[src/hdl/ffgrp_pkg.sv]
// shared constants, register and op codes, and the grid port struct of the rectangle placer
// no dependencies
package ffgrp_pkg;

    localparam int MAX_COLUMNS = 16;
    localparam int MAX_ROWS    = 16;
    localparam int ID_BITS     = 8;
    localparam int CELLS       = MAX_COLUMNS * MAX_ROWS;
    localparam int IDX_W       = $clog2(CELLS);
    localparam int DIM_W       = 5;
    localparam int POS_W       = 4;
    localparam int PIDX_W      = 8;

    localparam logic [1:0] OP_ADD    = 2'd0;
    localparam logic [1:0] OP_REMOVE = 2'd1;
    localparam logic [1:0] OP_PROBE  = 2'd2;

    localparam logic REG_COLUMNS = 1'b0;
    localparam logic REG_ROWS    = 1'b1;

    typedef struct packed {
        logic               we;
        logic [IDX_W-1:0]   waddr;
        logic [ID_BITS-1:0] wdata;
        logic [IDX_W-1:0]   raddr;
        logic               clr;
        logic [IDX_W-1:0]   clr_addr;
    } grid_req_t;

    function automatic logic [DIM_W-1:0] clamp_dim(input logic [DIM_W-1:0] v,
                                                   input logic [DIM_W-1:0] hi);
        logic [DIM_W-1:0] r;
        if (v == '0)
            r = DIM_W'(1);
        else if (v > hi)
            r = hi;
        else
            r = v;
        return r;
    endfunction

endpackage

[src/hdl/ffgrp_grid.sv]
// occupancy memory of the placer: one owner id per cell, registered read
// per-cell valid flops make a never-written or cleared cell read as empty; uses ffgrp_pkg
module ffgrp_grid (
    input  logic                        clk,
    input  logic                        rst_n,
    input  ffgrp_pkg::grid_req_t        req,
    output logic [ffgrp_pkg::ID_BITS-1:0] rdata
);
    import ffgrp_pkg::*;

    logic [ID_BITS-1:0] mem [CELLS];
    logic [CELLS-1:0]   valid_reg;
    logic [ID_BITS-1:0] rd_reg;
    logic               rd_vld_reg;

    always_ff @(posedge clk)
    begin
        if (req.we)
        begin
            mem[req.waddr] <= req.wdata;
        end
        rd_reg <= mem[req.raddr];
    end

    always_ff @(posedge clk or negedge rst_n)
    begin
        if (!rst_n)
        begin
            valid_reg  <= '0;
            rd_vld_reg <= 1'b0;
        end
        else
        begin
            rd_vld_reg <= valid_reg[req.raddr];
            if (req.we)
            begin
                valid_reg[req.waddr] <= 1'b1;
            end
            if (req.clr)
            begin
                valid_reg[req.clr_addr] <= 1'b0;
            end
        end
    end

    assign rdata = rd_vld_reg ? rd_reg : '0;

endmodule

[src/hdl/ffgrp_div.sv]
// restoring divider that splits a probe cell index into row and column, one bit a cycle
// uses ffgrp_pkg
module ffgrp_div (
    input  logic                          clk,
    input  logic                          rst_n,
    input  logic                          start,
    input  logic [ffgrp_pkg::PIDX_W-1:0]  dividend,
    input  logic [ffgrp_pkg::DIM_W-1:0]   divisor,
    output logic                          done,
    output logic [ffgrp_pkg::PIDX_W-1:0]  quotient,
    output logic [ffgrp_pkg::POS_W-1:0]   remainder
);
    import ffgrp_pkg::*;

    logic [3:0]        cnt_reg;
    logic              active_reg;
    logic              done_reg;
    logic [PIDX_W-1:0] dvd_reg;
    logic [DIM_W-1:0]  rem_reg;
    logic [DIM_W-1:0]  trial;
    logic              take;

    assign trial = {rem_reg[DIM_W-2:0], dvd_reg[PIDX_W-1]};
    assign take  = (trial >= divisor);

    always_ff @(posedge clk or negedge rst_n)
    begin
        if (!rst_n)
        begin
            cnt_reg    <= '0;
            active_reg <= 1'b0;
            done_reg   <= 1'b0;
        end
        else
        begin
            if (start)
            begin
                active_reg <= 1'b1;
                cnt_reg    <= '0;
                done_reg   <= 1'b0;
            end
            else if (active_reg)
            begin
                cnt_reg <= cnt_reg + 4'd1;
                if (cnt_reg == 4'(PIDX_W - 1))
                begin
                    active_reg <= 1'b0;
                    done_reg   <= 1'b1;
                end
                else
                begin
                    done_reg <= 1'b0;
                end
            end
            else
            begin
                done_reg <= 1'b0;
            end
        end
    end

    // quotient bits shift into the low end of the dividend register
    always_ff @(posedge clk)
    begin
        if (start)
        begin
            dvd_reg <= dividend;
            rem_reg <= '0;
        end
        else if (active_reg)
        begin
            dvd_reg <= {dvd_reg[PIDX_W-2:0], take};
            rem_reg <= take ? (trial - divisor) : trial;
        end
    end

    assign done      = done_reg;
    assign quotient  = dvd_reg;
    assign remainder = rem_reg[POS_W-1:0];

endmodule

[src/hdl/first_fit_grid_rect_placer.sv]
// first-fit rectangle placer on an occupancy grid held in a one-port-read memory
// add: a bounds check per position (S_POS), then a read and a compare per cell tested (S_RD, S_CMP),
// then one write per stamped cell (S_STAMP), rescanning with the extents swapped if nothing fits
// remove: a sweep with one memory read per cell; probe: the divider, then the cell test
// done pulses in the cycle after the last step, busy low again in that cycle; results cannot stall
// reset clears every cell through valid flops at once, columns and rows return to 16
module first_fit_grid_rect_placer (
    input  logic                              clk,
    input  logic                              rst_n,
    input  logic                              start,
    output logic                              busy,
    input  logic [1:0]                        op,
    input  logic [ffgrp_pkg::ID_BITS-1:0]     item_id,
    input  logic [ffgrp_pkg::DIM_W-1:0]       item_width,
    input  logic [ffgrp_pkg::DIM_W-1:0]       item_height,
    input  logic [ffgrp_pkg::PIDX_W-1:0]      position_index,
    input  logic [ffgrp_pkg::ID_BITS-1:0]     exclude_id,
    input  logic                              cfg_we,
    input  logic                              cfg_index,
    input  logic [ffgrp_pkg::DIM_W-1:0]       cfg_data,
    output logic                              done,
    output logic                              ok,
    output logic                              rotated,
    output logic [ffgrp_pkg::POS_W-1:0]       place_column,
    output logic [ffgrp_pkg::POS_W-1:0]       place_row
);
    import ffgrp_pkg::*;

    localparam logic [2:0] S_IDLE  = 3'd0;
    localparam logic [2:0] S_DIV   = 3'd1;
    localparam logic [2:0] S_POS   = 3'd2;
    localparam logic [2:0] S_RD    = 3'd3;
    localparam logic [2:0] S_CMP   = 3'd4;
    localparam logic [2:0] S_STAMP = 3'd5;
    localparam logic [2:0] S_RM    = 3'd6;

    logic [DIM_W-1:0]   columns_reg, rows_reg;
    logic [DIM_W-1:0]   nc, nr;
    logic [2:0]         state_reg, state_next;
    logic [1:0]         op_reg, op_next;
    logic [ID_BITS-1:0] id_reg, id_next;
    logic [ID_BITS-1:0] fid_reg, fid_next;
    logic [DIM_W-1:0]   ew_reg, ew_next, eh_reg, eh_next;
    logic [POS_W-1:0]   c_reg, c_next;
    logic [PIDX_W-1:0]  r_reg, r_next;
    logic [POS_W-1:0]   dx_reg, dx_next, dy_reg, dy_next;
    logic               rot_reg, rot_next;
    logic [IDX_W:0]     cnt_reg, cnt_next;
    logic               done_reg, ok_reg, rotated_reg;
    logic [POS_W-1:0]   pc_reg, pr_reg;

    logic               finish, fin_ok, fin_rot;
    logic               div_start, div_done;
    logic [PIDX_W-1:0]  div_q;
    logic [POS_W-1:0]   div_r;
    grid_req_t          greq;
    logic [ID_BITS-1:0] gq;

    logic               fit_bounds, last_col, last_row, last_dx, last_dy;
    logic [POS_W-1:0]   cell_col, cell_row;
    logic [IDX_W:0]     row_base;
    logic [IDX_W-1:0]   cell_addr;
    logic [IDX_W-1:0]   prev_addr;

    assign nc = clamp_dim(columns_reg, DIM_W'(MAX_COLUMNS));
    assign nr = clamp_dim(rows_reg, DIM_W'(MAX_ROWS));

    always_ff @(posedge clk or negedge rst_n)
    begin
        if (!rst_n)
        begin
            columns_reg <= DIM_W'(MAX_COLUMNS);
            rows_reg    <= DIM_W'(MAX_ROWS);
        end
        else if (cfg_we)
        begin
            unique case (cfg_index)
                REG_COLUMNS: columns_reg <= cfg_data;
                REG_ROWS:    rows_reg    <= cfg_data;
                default:     columns_reg <= columns_reg;
            endcase
        end
    end

    ffgrp_div u_div (
        .clk       (clk),
        .rst_n     (rst_n),
        .start     (div_start),
        .dividend  (position_index),
        .divisor   (nc),
        .done      (div_done),
        .quotient  (div_q),
        .remainder (div_r)
    );

    ffgrp_grid u_grid (
        .clk   (clk),
        .rst_n (rst_n),
        .req   (greq),
        .rdata (gq)
    );

    // rectangle bounds at the current top-left position
    assign fit_bounds = (ew_reg != '0) && (eh_reg != '0)
                        && ({1'b0, c_reg} < nc) && (r_reg < PIDX_W'(nr))
                        && (ew_reg <= nc - {1'b0, c_reg})
                        && (PIDX_W'(eh_reg) <= PIDX_W'(nr) - r_reg);

    assign last_col = ({1'b0, c_reg} + DIM_W'(1)) == nc;
    assign last_row = (r_reg + PIDX_W'(1)) == PIDX_W'(nr);
    assign last_dx  = ({1'b0, dx_reg} + DIM_W'(1)) == ew_reg;
    assign last_dy  = ({1'b0, dy_reg} + DIM_W'(1)) == eh_reg;

    assign cell_col  = c_reg + dx_reg;
    assign cell_row  = r_reg[POS_W-1:0] + dy_reg;
    assign row_base  = (IDX_W + 1)'(cell_row) * (IDX_W + 1)'(nc);
    assign cell_addr = IDX_W'(row_base + (IDX_W + 1)'(cell_col));
    assign prev_addr = IDX_W'(cnt_reg - (IDX_W + 1)'(1));

    always_comb
    begin
        state_next = state_reg;
        op_next    = op_reg;
        id_next    = id_reg;
        fid_next   = fid_reg;
        ew_next    = ew_reg;
        eh_next    = eh_reg;
        c_next     = c_reg;
        r_next     = r_reg;
        dx_next    = dx_reg;
        dy_next    = dy_reg;
        rot_next   = rot_reg;
        cnt_next   = cnt_reg;
        finish     = 1'b0;
        fin_ok     = 1'b0;
        fin_rot    = 1'b0;
        div_start  = 1'b0;
        greq       = '0;
        greq.raddr = cell_addr;
        greq.waddr = cell_addr;
        greq.wdata = id_reg;

        unique case (state_reg)
            S_IDLE:
            begin
                if (start)
                begin
                    op_next  = op;
                    id_next  = item_id;
                    ew_next  = item_width;
                    eh_next  = item_height;
                    c_next   = '0;
                    r_next   = '0;
                    dx_next  = '0;
                    dy_next  = '0;
                    rot_next = 1'b0;
                    cnt_next = '0;
                    fid_next = '0;
                    priority if (op == OP_ADD)
                    begin
                        state_next = (item_id == '0) ? S_RM : S_POS;
                    end
                    else if (op == OP_REMOVE)
                    begin
                        state_next = S_RM;
                    end
                    else if (op == OP_PROBE)
                    begin
                        fid_next   = exclude_id;
                        div_start  = 1'b1;
                        state_next = S_DIV;
                    end
                    else
                    begin
                        // unknown op passes through the sweep state and reports zeros
                        cnt_next   = (IDX_W + 1)'(CELLS);
                        state_next = S_RM;
                    end
                end
            end
            S_DIV:
            begin
                if (div_done)
                begin
                    c_next     = div_r;
                    r_next     = div_q;
                    state_next = S_POS;
                end
            end
            S_POS:
            begin
                dx_next = '0;
                dy_next = '0;
                if (fit_bounds)
                begin
                    state_next = S_RD;
                end
                else if (op_reg == OP_PROBE)
                begin
                    finish = 1'b1;
                end
                else if (!(last_col && last_row))
                begin
                    c_next = last_col ? '0 : c_reg + POS_W'(1);
                    r_next = last_col ? r_reg + PIDX_W'(1) : r_reg;
                end
                else if (!rot_reg)
                begin
                    // rescan with the extents swapped
                    rot_next = 1'b1;
                    ew_next  = eh_reg;
                    eh_next  = ew_reg;
                    c_next   = '0;
                    r_next   = '0;
                end
                else
                begin
                    finish = 1'b1;
                end
            end
            S_RD:
            begin
                state_next = S_CMP;
            end
            S_CMP:
            begin
                if (gq != '0 && gq != fid_reg)
                begin
                    if (op_reg == OP_PROBE)
                    begin
                        finish = 1'b1;
                    end
                    else if (!(last_col && last_row))
                    begin
                        c_next     = last_col ? '0 : c_reg + POS_W'(1);
                        r_next     = last_col ? r_reg + PIDX_W'(1) : r_reg;
                        state_next = S_POS;
                    end
                    else if (!rot_reg)
                    begin
                        rot_next   = 1'b1;
                        ew_next    = eh_reg;
                        eh_next    = ew_reg;
                        c_next     = '0;
                        r_next     = '0;
                        state_next = S_POS;
                    end
                    else
                    begin
                        finish = 1'b1;
                    end
                end
                else if (!last_dx)
                begin
                    dx_next    = dx_reg + POS_W'(1);
                    state_next = S_RD;
                end
                else if (!last_dy)
                begin
                    dx_next    = '0;
                    dy_next    = dy_reg + POS_W'(1);
                    state_next = S_RD;
                end
                else if (op_reg == OP_PROBE)
                begin
                    finish = 1'b1;
                    fin_ok = 1'b1;
                end
                else
                begin
                    dx_next    = '0;
                    dy_next    = '0;
                    state_next = S_STAMP;
                end
            end
            S_STAMP:
            begin
                greq.we = 1'b1;
                if (!last_dx)
                begin
                    dx_next = dx_reg + POS_W'(1);
                end
                else if (!last_dy)
                begin
                    dx_next = '0;
                    dy_next = dy_reg + POS_W'(1);
                end
                else
                begin
                    finish  = 1'b1;
                    fin_ok  = 1'b1;
                    fin_rot = rot_reg;
                end
            end
            S_RM:
            begin
                // read one cell ahead, compare the cell read last cycle
                greq.raddr    = cnt_reg[IDX_W-1:0];
                greq.clr_addr = prev_addr;
                greq.clr      = (op_reg == OP_REMOVE) && (cnt_reg != '0) && (gq == id_reg);
                if (cnt_reg == (IDX_W + 1)'(CELLS))
                begin
                    finish = 1'b1;
                    fin_ok = (op_reg == OP_REMOVE);
                end
                else
                begin
                    cnt_next = cnt_reg + (IDX_W + 1)'(1);
                end
            end
            default:
            begin
                state_next = S_IDLE;
            end
        endcase

        if (finish)
        begin
            state_next = S_IDLE;
        end
    end

    always_ff @(posedge clk or negedge rst_n)
    begin
        if (!rst_n)
        begin
            state_reg   <= S_IDLE;
            done_reg    <= 1'b0;
            ok_reg      <= 1'b0;
            rotated_reg <= 1'b0;
            pc_reg      <= '0;
            pr_reg      <= '0;
        end
        else
        begin
            state_reg <= state_next;
            done_reg  <= finish;
            if (finish)
            begin
                ok_reg      <= fin_ok;
                rotated_reg <= fin_rot;
                pc_reg      <= (fin_ok && op_reg == OP_ADD) ? c_reg : '0;
                pr_reg      <= (fin_ok && op_reg == OP_ADD) ? r_reg[POS_W-1:0] : '0;
            end
        end
    end

    always_ff @(posedge clk)
    begin
        op_reg  <= op_next;
        id_reg  <= id_next;
        fid_reg <= fid_next;
        ew_reg  <= ew_next;
        eh_reg  <= eh_next;
        c_reg   <= c_next;
        r_reg   <= r_next;
        dx_reg  <= dx_next;
        dy_reg  <= dy_next;
        rot_reg <= rot_next;
        cnt_reg <= cnt_next;
    end

    assign busy         = (state_reg != S_IDLE);
    assign done         = done_reg;
    assign ok           = ok_reg;
    assign rotated      = rotated_reg;
    assign place_column = pc_reg;
    assign place_row    = pr_reg;

`ifndef SYNTH
    a_done_idle: assert property (@(posedge clk) disable iff (!rst_n)
        done |-> !busy)
        else $error("result strobe while still busy");

    a_rot_ok: assert property (@(posedge clk) disable iff (!rst_n)
        done && rotated |-> ok)
        else $error("rotated without placement");

    a_nonadd_zero: assert property (@(posedge clk) disable iff (!rst_n)
        done && op_reg != OP_ADD |-> !rotated && place_column == '0 && place_row == '0)
        else $error("position reported for a non-add item");

    a_start_busy: assert property (@(posedge clk) disable iff (!rst_n)
        start && !busy |=> busy)
        else $error("accepted item did not make the block busy");

    a_stamp_write: assert property (@(posedge clk) disable iff (!rst_n)
        state_reg == S_STAMP |-> id_reg != '0 && op_reg == OP_ADD)
        else $error("stamp with empty id or wrong op");
`endif

endmodule
[config.mk]
export PLATFORM = sky130hd
export DESIGN_NAME = first_fit_grid_rect_placer
export DESIGN_NICKNAME = d
export VERILOG_FILES = /design/src/hdl/ffgrp_pkg.sv /design/src/hdl/ffgrp_grid.sv /design/src/hdl/ffgrp_div.sv /design/src/hdl/first_fit_grid_rect_placer.sv
export SDC_FILE = /design/constraint.sdc
export NUM_CORES = 2
export LEC_CHECK = 0
export ABC_AREA = 0
export BUFFER_PORTS_ARGS = -buffer_cell sky130_fd_sc_hd__buf_2
export CAP_MARGIN = 40
export CELL_PAD_IN_SITES_DETAIL_PLACEMENT = 0
export CELL_PAD_IN_SITES_GLOBAL_PLACEMENT = 1
export CORE_MARGIN = 2
export CORE_UTILIZATION = 40
export DETAILED_ROUTE_END_ITERATION = 8
export PLACE_DENSITY = 0.6
export SYNTH_ARGS = -nofsm -noshare
export SYNTH_HDL_FRONTEND = slang
export SYNTH_SLANG_ARGS = --single-unit
[constraint.sdc]
create_clock -name clk -period 6.8 [get_ports clk]
set_clock_uncertainty 0.2 [all_clocks]
set_input_delay 0.68 -clock clk [delete_from_list [all_inputs] [get_ports clk]]
set_output_delay 0.68 -clock clk [all_outputs]
set_load 0.01 [all_outputs]
# Word-level counts from Yosys, hierarchy flattened
# Memories as Yosys holds them, arrays and structs flattened. A register that Yosys moved wholly into a read port is not among the register bits.
# Cells that the tools add are included.
# Widths: inputs -> output; s select.
[totals] register_bits=357 ram_bits=2048 input_bits=46 output_inout_bits=12 n_memories=1
[mem_list] memory="u_grid.mem" depth=256 word_bits=8 rd=1 rd_ports_with_merged_regs=1 write_ports=1 line="ffgrp_grid.sv:11" source="logic [ID_BITS-1:0] mem [CELLS];"
[classes] n_addsub=16 n_mul=1 n_lt_le_gt_ge=12 eq_ne=37 n_mux=126 bitwise_logic=5 n_reduce_logical=39
[op_table] cell="$mux 256" count=2
[op_table] cell="$and 256x256->256" count=1
[op_table] cell="$not 256->256" count=1
[op_table] cell="$or 256x256->256" count=1
[op_table] cell="$mux 4" count=24
[op_table] cell="$mux 8" count=11
[op_table] cell="$mux 5" count=16
[op_table] cell="$pmux 4 s4" count=3
[op_table] cell="$mux 3" count=15
[op_table] cell="$mux 9" count=5
[op_table] cell="$mux 1" count=38
[op_table] cell="$pmux 8 s4" count=1
[op_table] cell="$pmux 5 s3" count=2
[op_table] cell="$lt 8x9->1 const B" count=3
[op_table] cell="$pmux 3 s6" count=1
[op_table] cell="$pmux 9 s2" count=1
[op_table] cell="$mux 17" count=1
[op_table] cell="$add 4x1->4 const B" count=4
[op_table] cell="$demux 1 s8" count=2
[op_table] cell="$ge 8x1->1 const B" count=2
[op_table] cell="$ne 2x2->1 const B" count=8
[op_table] cell="$add 4x1->5 const B" count=3
[op_table] cell="$eq 5x5->1" count=3
[op_table] cell="$reduce_and 7->1" count=2
[op_table] cell="other kinds (51)" count=86

# Longest topological paths before layout
[depth] word_depth=13 ltp_mapped=22 depth_no_buf=19

# By module
# A second synthesis with hierarchy kept.
[hier_totals] hier_cells=5357 hier_area_um2=98051.5
[modules_own_cells] mod="ffgrp_grid" n_inst=1 cells_per_inst=4612 area_per_inst_um2=90719.5
[modules_own_cells] mod="first_fit_grid_rect_placer" n_inst=1 cells_per_inst=665 area_per_inst_um2=6364.9
[modules_own_cells] mod="ffgrp_div" n_inst=1 cells_per_inst=80 area_per_inst_um2=967.2

# Worst setup path before layout
# No wires, ideal clock.
[synth_timing] path_type="register to register" startpoint="register r_reg[0]" endpoint="memory u_grid.mem[103][0] (enable)" t_arrival_ns=5.502 t_required_ns=6.214 path_slack_ns=0.712 path_stages_with_launch=17 period_less_slack_ns=6.088 path_cell_list="edfxtp_1 ha_1 fa_1 xnor2_1 nor2_1 fa_1 fa_1 fa_1 ha_1 o21a_1 a2111oi_0 or3_1 buf_4 buf_2 nand3_1 clkbuf_1 nor3_1"
[synth_via] elab_chain_cells=3
[synth_lines] item="start, declared" line="first_fit_grid_rect_placer.sv:45" source="logic [PIDX_W-1:0] r_reg, r_next;"
[synth_lines] item="start signal, assigned" line="first_fit_grid_rect_placer.sv:356" source="r_reg <= r_next;"
[synth_lines] item="$add 4x4->4" line="first_fit_grid_rect_placer.sv:115" source="assign cell_row = r_reg[POS_W-1:0] + dy_reg;"
[synth_lines] item="$mul 4x5->8" line="first_fit_grid_rect_placer.sv:116" source="assign row_base = (IDX_W + 1)'(cell_row) * (IDX_W + 1)'(nc);"
[synth_lines] item="$add 8x4->8" line="first_fit_grid_rect_placer.sv:117" source="assign cell_addr = IDX_W'(row_base + (IDX_W + 1)'(cell_col));"
[synth_lines] item="end, declared" line="ffgrp_grid.sv:11"
# Every way passes these cells.

# Worst setup path in the final report
[layout_timing] startpoint="register r_reg[2]" endpoint="register u_grid.rd_reg[1], read port of u_grid.mem"
[layout_via] elab_chain_cells=4
[layout_lines] item="$add 4x4->4" line="first_fit_grid_rect_placer.sv:115"
[layout_lines] item="$mul 4x5->8" line="first_fit_grid_rect_placer.sv:116"
[layout_lines] item="$add 8x4->8" line="first_fit_grid_rect_placer.sv:117"
[layout_lines] item="$mux 17" line="first_fit_grid_rect_placer.sv:143" source="unique case (state_reg)"
[layout_lines] item="end, declared" line="ffgrp_grid.sv:13" source="logic [ID_BITS-1:0] rd_reg;"
# Every way passes these cells.
# A chain may end at the register's enable or synchronous reset.

==> results.md <==
* Max-cap violations at 0
* Type of the worst setup path: flip-flop to flip-flop
* Status: complete, no violations
* DR vias at 66.1k
* Multi-input logic area at around 0.027 mm²
* Clock Path Buffers at 4
* Wire length on met2 at 159000 µm
* Share of the synthesized area in the top cell type at 0.630
* Largest register FFs at 2048
* I/O pins at 58
* Routed vias/inst at slightly below 6
* H-tree Lvls at 5
* Vias in the first global route at 64.4k
* Setup-failing EPs final at 0
* Num CTS Buffers at around 280
* Seq/Total Area, Yosys at 0.703
* CORE AREA at 0.251 mm²
* Pre-antenna DRT Iters at 9
* CP bufs+invs at 2
* Layout cells sized above 1 at 0.172
* Routed Antenna Nets at 0
* CP Capture Type: flip-flop
* Synth async-reset ratio at 0.119
* Post-synth EDFFs at 2114
* Synth area leaders: edfxtp_1 63%, dfrtp_1 7.1%, mux2i_1 3.8%, nand2_1 3.3%, mux4_2 3.0%
* Port Buffers at 57
* Num rows at 184
* Final hold violations at 0
* Required @ worst endpoint at 7.33 ns
* Netlist Area Pre-Place at 0.101 mm²
* Largest net degree at the start of global routing at 191
* Residual DRC at 0
* Critical-path cell list: ha_1, a21oi_1, nand2_1, xnor2_2, nor2_1, fa_1, fa_1, fa_1, ha_1, xnor2_1, buf_4, mux2_8, nand2_4, buf_12, a211oi_1, a2111oi_0, a221oi_1, a2111oi_0, nand3_1
* Avg Cell Area, Syn at 14.3 µm²
* Clock Tree Root: clkbuf_16
* Chip Width at 506 µm
* Met1 WL at ~150000 µm
* Initial antenna violation count at 21
* Final #Nets at 7708
* Detailed Route WL at ~350000 µm
* Aggregate global routing overflow at 0
* Crit-path slowest cell: a2111oi_0
* Max incr delay on CP at 0.85 ns
* Most common cell after layout, fill and taps aside: edfxtp_1
* Non-filler instance count after layout at approximately 11k
* Post-CTS setup buffers at 0
* Slew Limit Fails at 0
* Min-delay worst type: primary input to flip-flop
* TritonCTS clock tree: done
* Fillers at between 20k and 25k
* RSZ-0062 raised after global routing: yes
* Crit start category: flip-flop
* Largest delay share family, worst path: adder cells
* Critical Path AT at just over 7 ns
* Routability cong. at 0.922
* Syn nets at 7147
* Rel. slew slack at 0.00776
* Iteration-0 DRC Markers at roughly 8.5k
* Critical Path Fanout Max at 22
* Mapped Cells at 7034
* F_max at 150 MHz
* Initial core utilization at 0.402
* Worst Max-Slew Pin Slew at 1.49 ns
* FF/Latch Area at 0.0709 mm²
* Post-Place Cells at 10.6k
* Sink Count at 2413
* Final Cycle Share at 0.982
* Distinct cells, synth at 83
* Commonest non-fill, non-tap cells in the layout: 2114 x edfxtp_1, 876 x nand2_1, 584 x buf_4, 382 x mux2i_1, 379 x a211oi_1
* Routed WL per cell at 31.0 µm
* Crit-path most repeated cell: fa_1
* Tot GR Track Use at 0.264
* Post-DP HPWL at 220000 µm
* First-pass GRT wire length at 489000 µm
* Leading area contributor after synthesis: edfxtp_1
* Crit path time final at 6.68 ns
* Chip height at around 510 µm
* Flops & latches, synth at 2413
* Layout area overhead at 17.3%
* Main synth FF type: edfxtp_1
* Met3 Wirelength at 28600 µm
* Area of the die at roughly 0.26 mm²
* Top Layer Used: met5
* Worst-path clk slew at 0.06 ns
* YS warnings at 0
* Clock latency on the worst-skew pair at 0.86 ns
-- timing repair --
action | 4_1_cts | 5_1_grt
resized for setup | 0 | 11
setup endpoints to repair | 0 | 212
hold buffers | 42 | 0
endpoints found under the hold margin | 131 | 0
-- area by class of cell --
class	count	share of cell area
Inverter	182	0.00578
Sequential cell	2413	0.600
Clock buffer	346	0.0625
Timing Repair Buffer	773	0.0574
Antenna cell	6	0.000127
Clock inverter	142	0.00970
Tap cell	3348	0.0354
Multi-Input combinational cell	3949	0.230
-- metrics by stage --
| step | utilization | setup slack (ns) | hold WS, ns | area, µm² | TNS, ns |
|---|---|---|---|---|---|
| finish | 0.471 | 0.123 | 0.0705 | 118000 | 0 |
| global placement | 0.433 | -0.356 | 0.260 | 109000 | -0.433 |
| floorplan | - | 0.712 | 0.184 | 101000 | 0 |
| CTS | 0.471 | 0.0669 | 0.00588 | 118000 | 0 |
| detailed placement | 0.435 | 0.0788 | 0.278 | 109000 | 0 |
| global route | 0.471 | -0.112 | 0.0737 | 118000 | -7.14 |
-- Yosys cell counts, types with 55 or more instances --
cell,count
a21oi_1,362
a31oi_1,182
a2bb2oi_1,96
a222oi_1,69
nand4_1,65
a211oi_1,379
nor2_1,383
dfrtp_1,285
inv_1,182
clkbuf_1,214
nand2_1,895
buf_2,167
a32oi_1,55
edfxtp_1,2114
mux2i_1,384
nand3_1,287
mux4_2,133
nor3_1,64
-- cells by family (layout without fill, tap and decap cells) --
group | count (synthesis) | count (layout) | synth area share
adder cells (fa/ha/maj) | 68 | 68 | 0.00938
AND/OR/NAND/NOR | 1830 | 1830 | 0.0784
multiplexers | 541 | 541 | 0.0705
AO/OA/AOI/OAI | 1440 | 1440 | 0.101
XOR/XNOR | 70 | 70 | 0.00635
other | 0 | 6 | 0
flip-flops | 2413 | 2413 | 0.703
buffers and inverters | 672 | 1443 | 0.0309
-- worst min-delay path: stages --
cell,delay [ns]
buf_2,0.09
nor2b_1,0.13
nand2_1,0.11
o21ai_0,0.07
-- metal layers --
layer	vias up	track usage
met4	8	0.0892
li1	28300	-
met3	603	0.0486
met1	34200	0.372
met5	-	0
met2	3005	0.412
-- path summary, 6_finish.rpt --
check / startpoint / endpoint / slack, ns / depth (start not counted)
hold reg to reg: u_div.cnt_reg[3] / u_div.done / 0.28 / 1
setup reg to reg: r_reg[2] / u_grid.rd_reg[1] / 0.12 / 19
hold / removal: cfg_index / columns_reg[4] / 0.07 / 4
max in group asynchronous: rst_n / u_grid.valid_reg[92] / 4.71 / 3
min in group asynchronous: rst_n / rows_reg[3] / 0.23 / 2
setup / recovery: r_reg[2] / u_grid.rd_reg[1] / 0.12 / 19
Power is left out: the tool's default activity adds up to more than one toggle a clock period on the data nets, which glitch-free logic cannot reach.
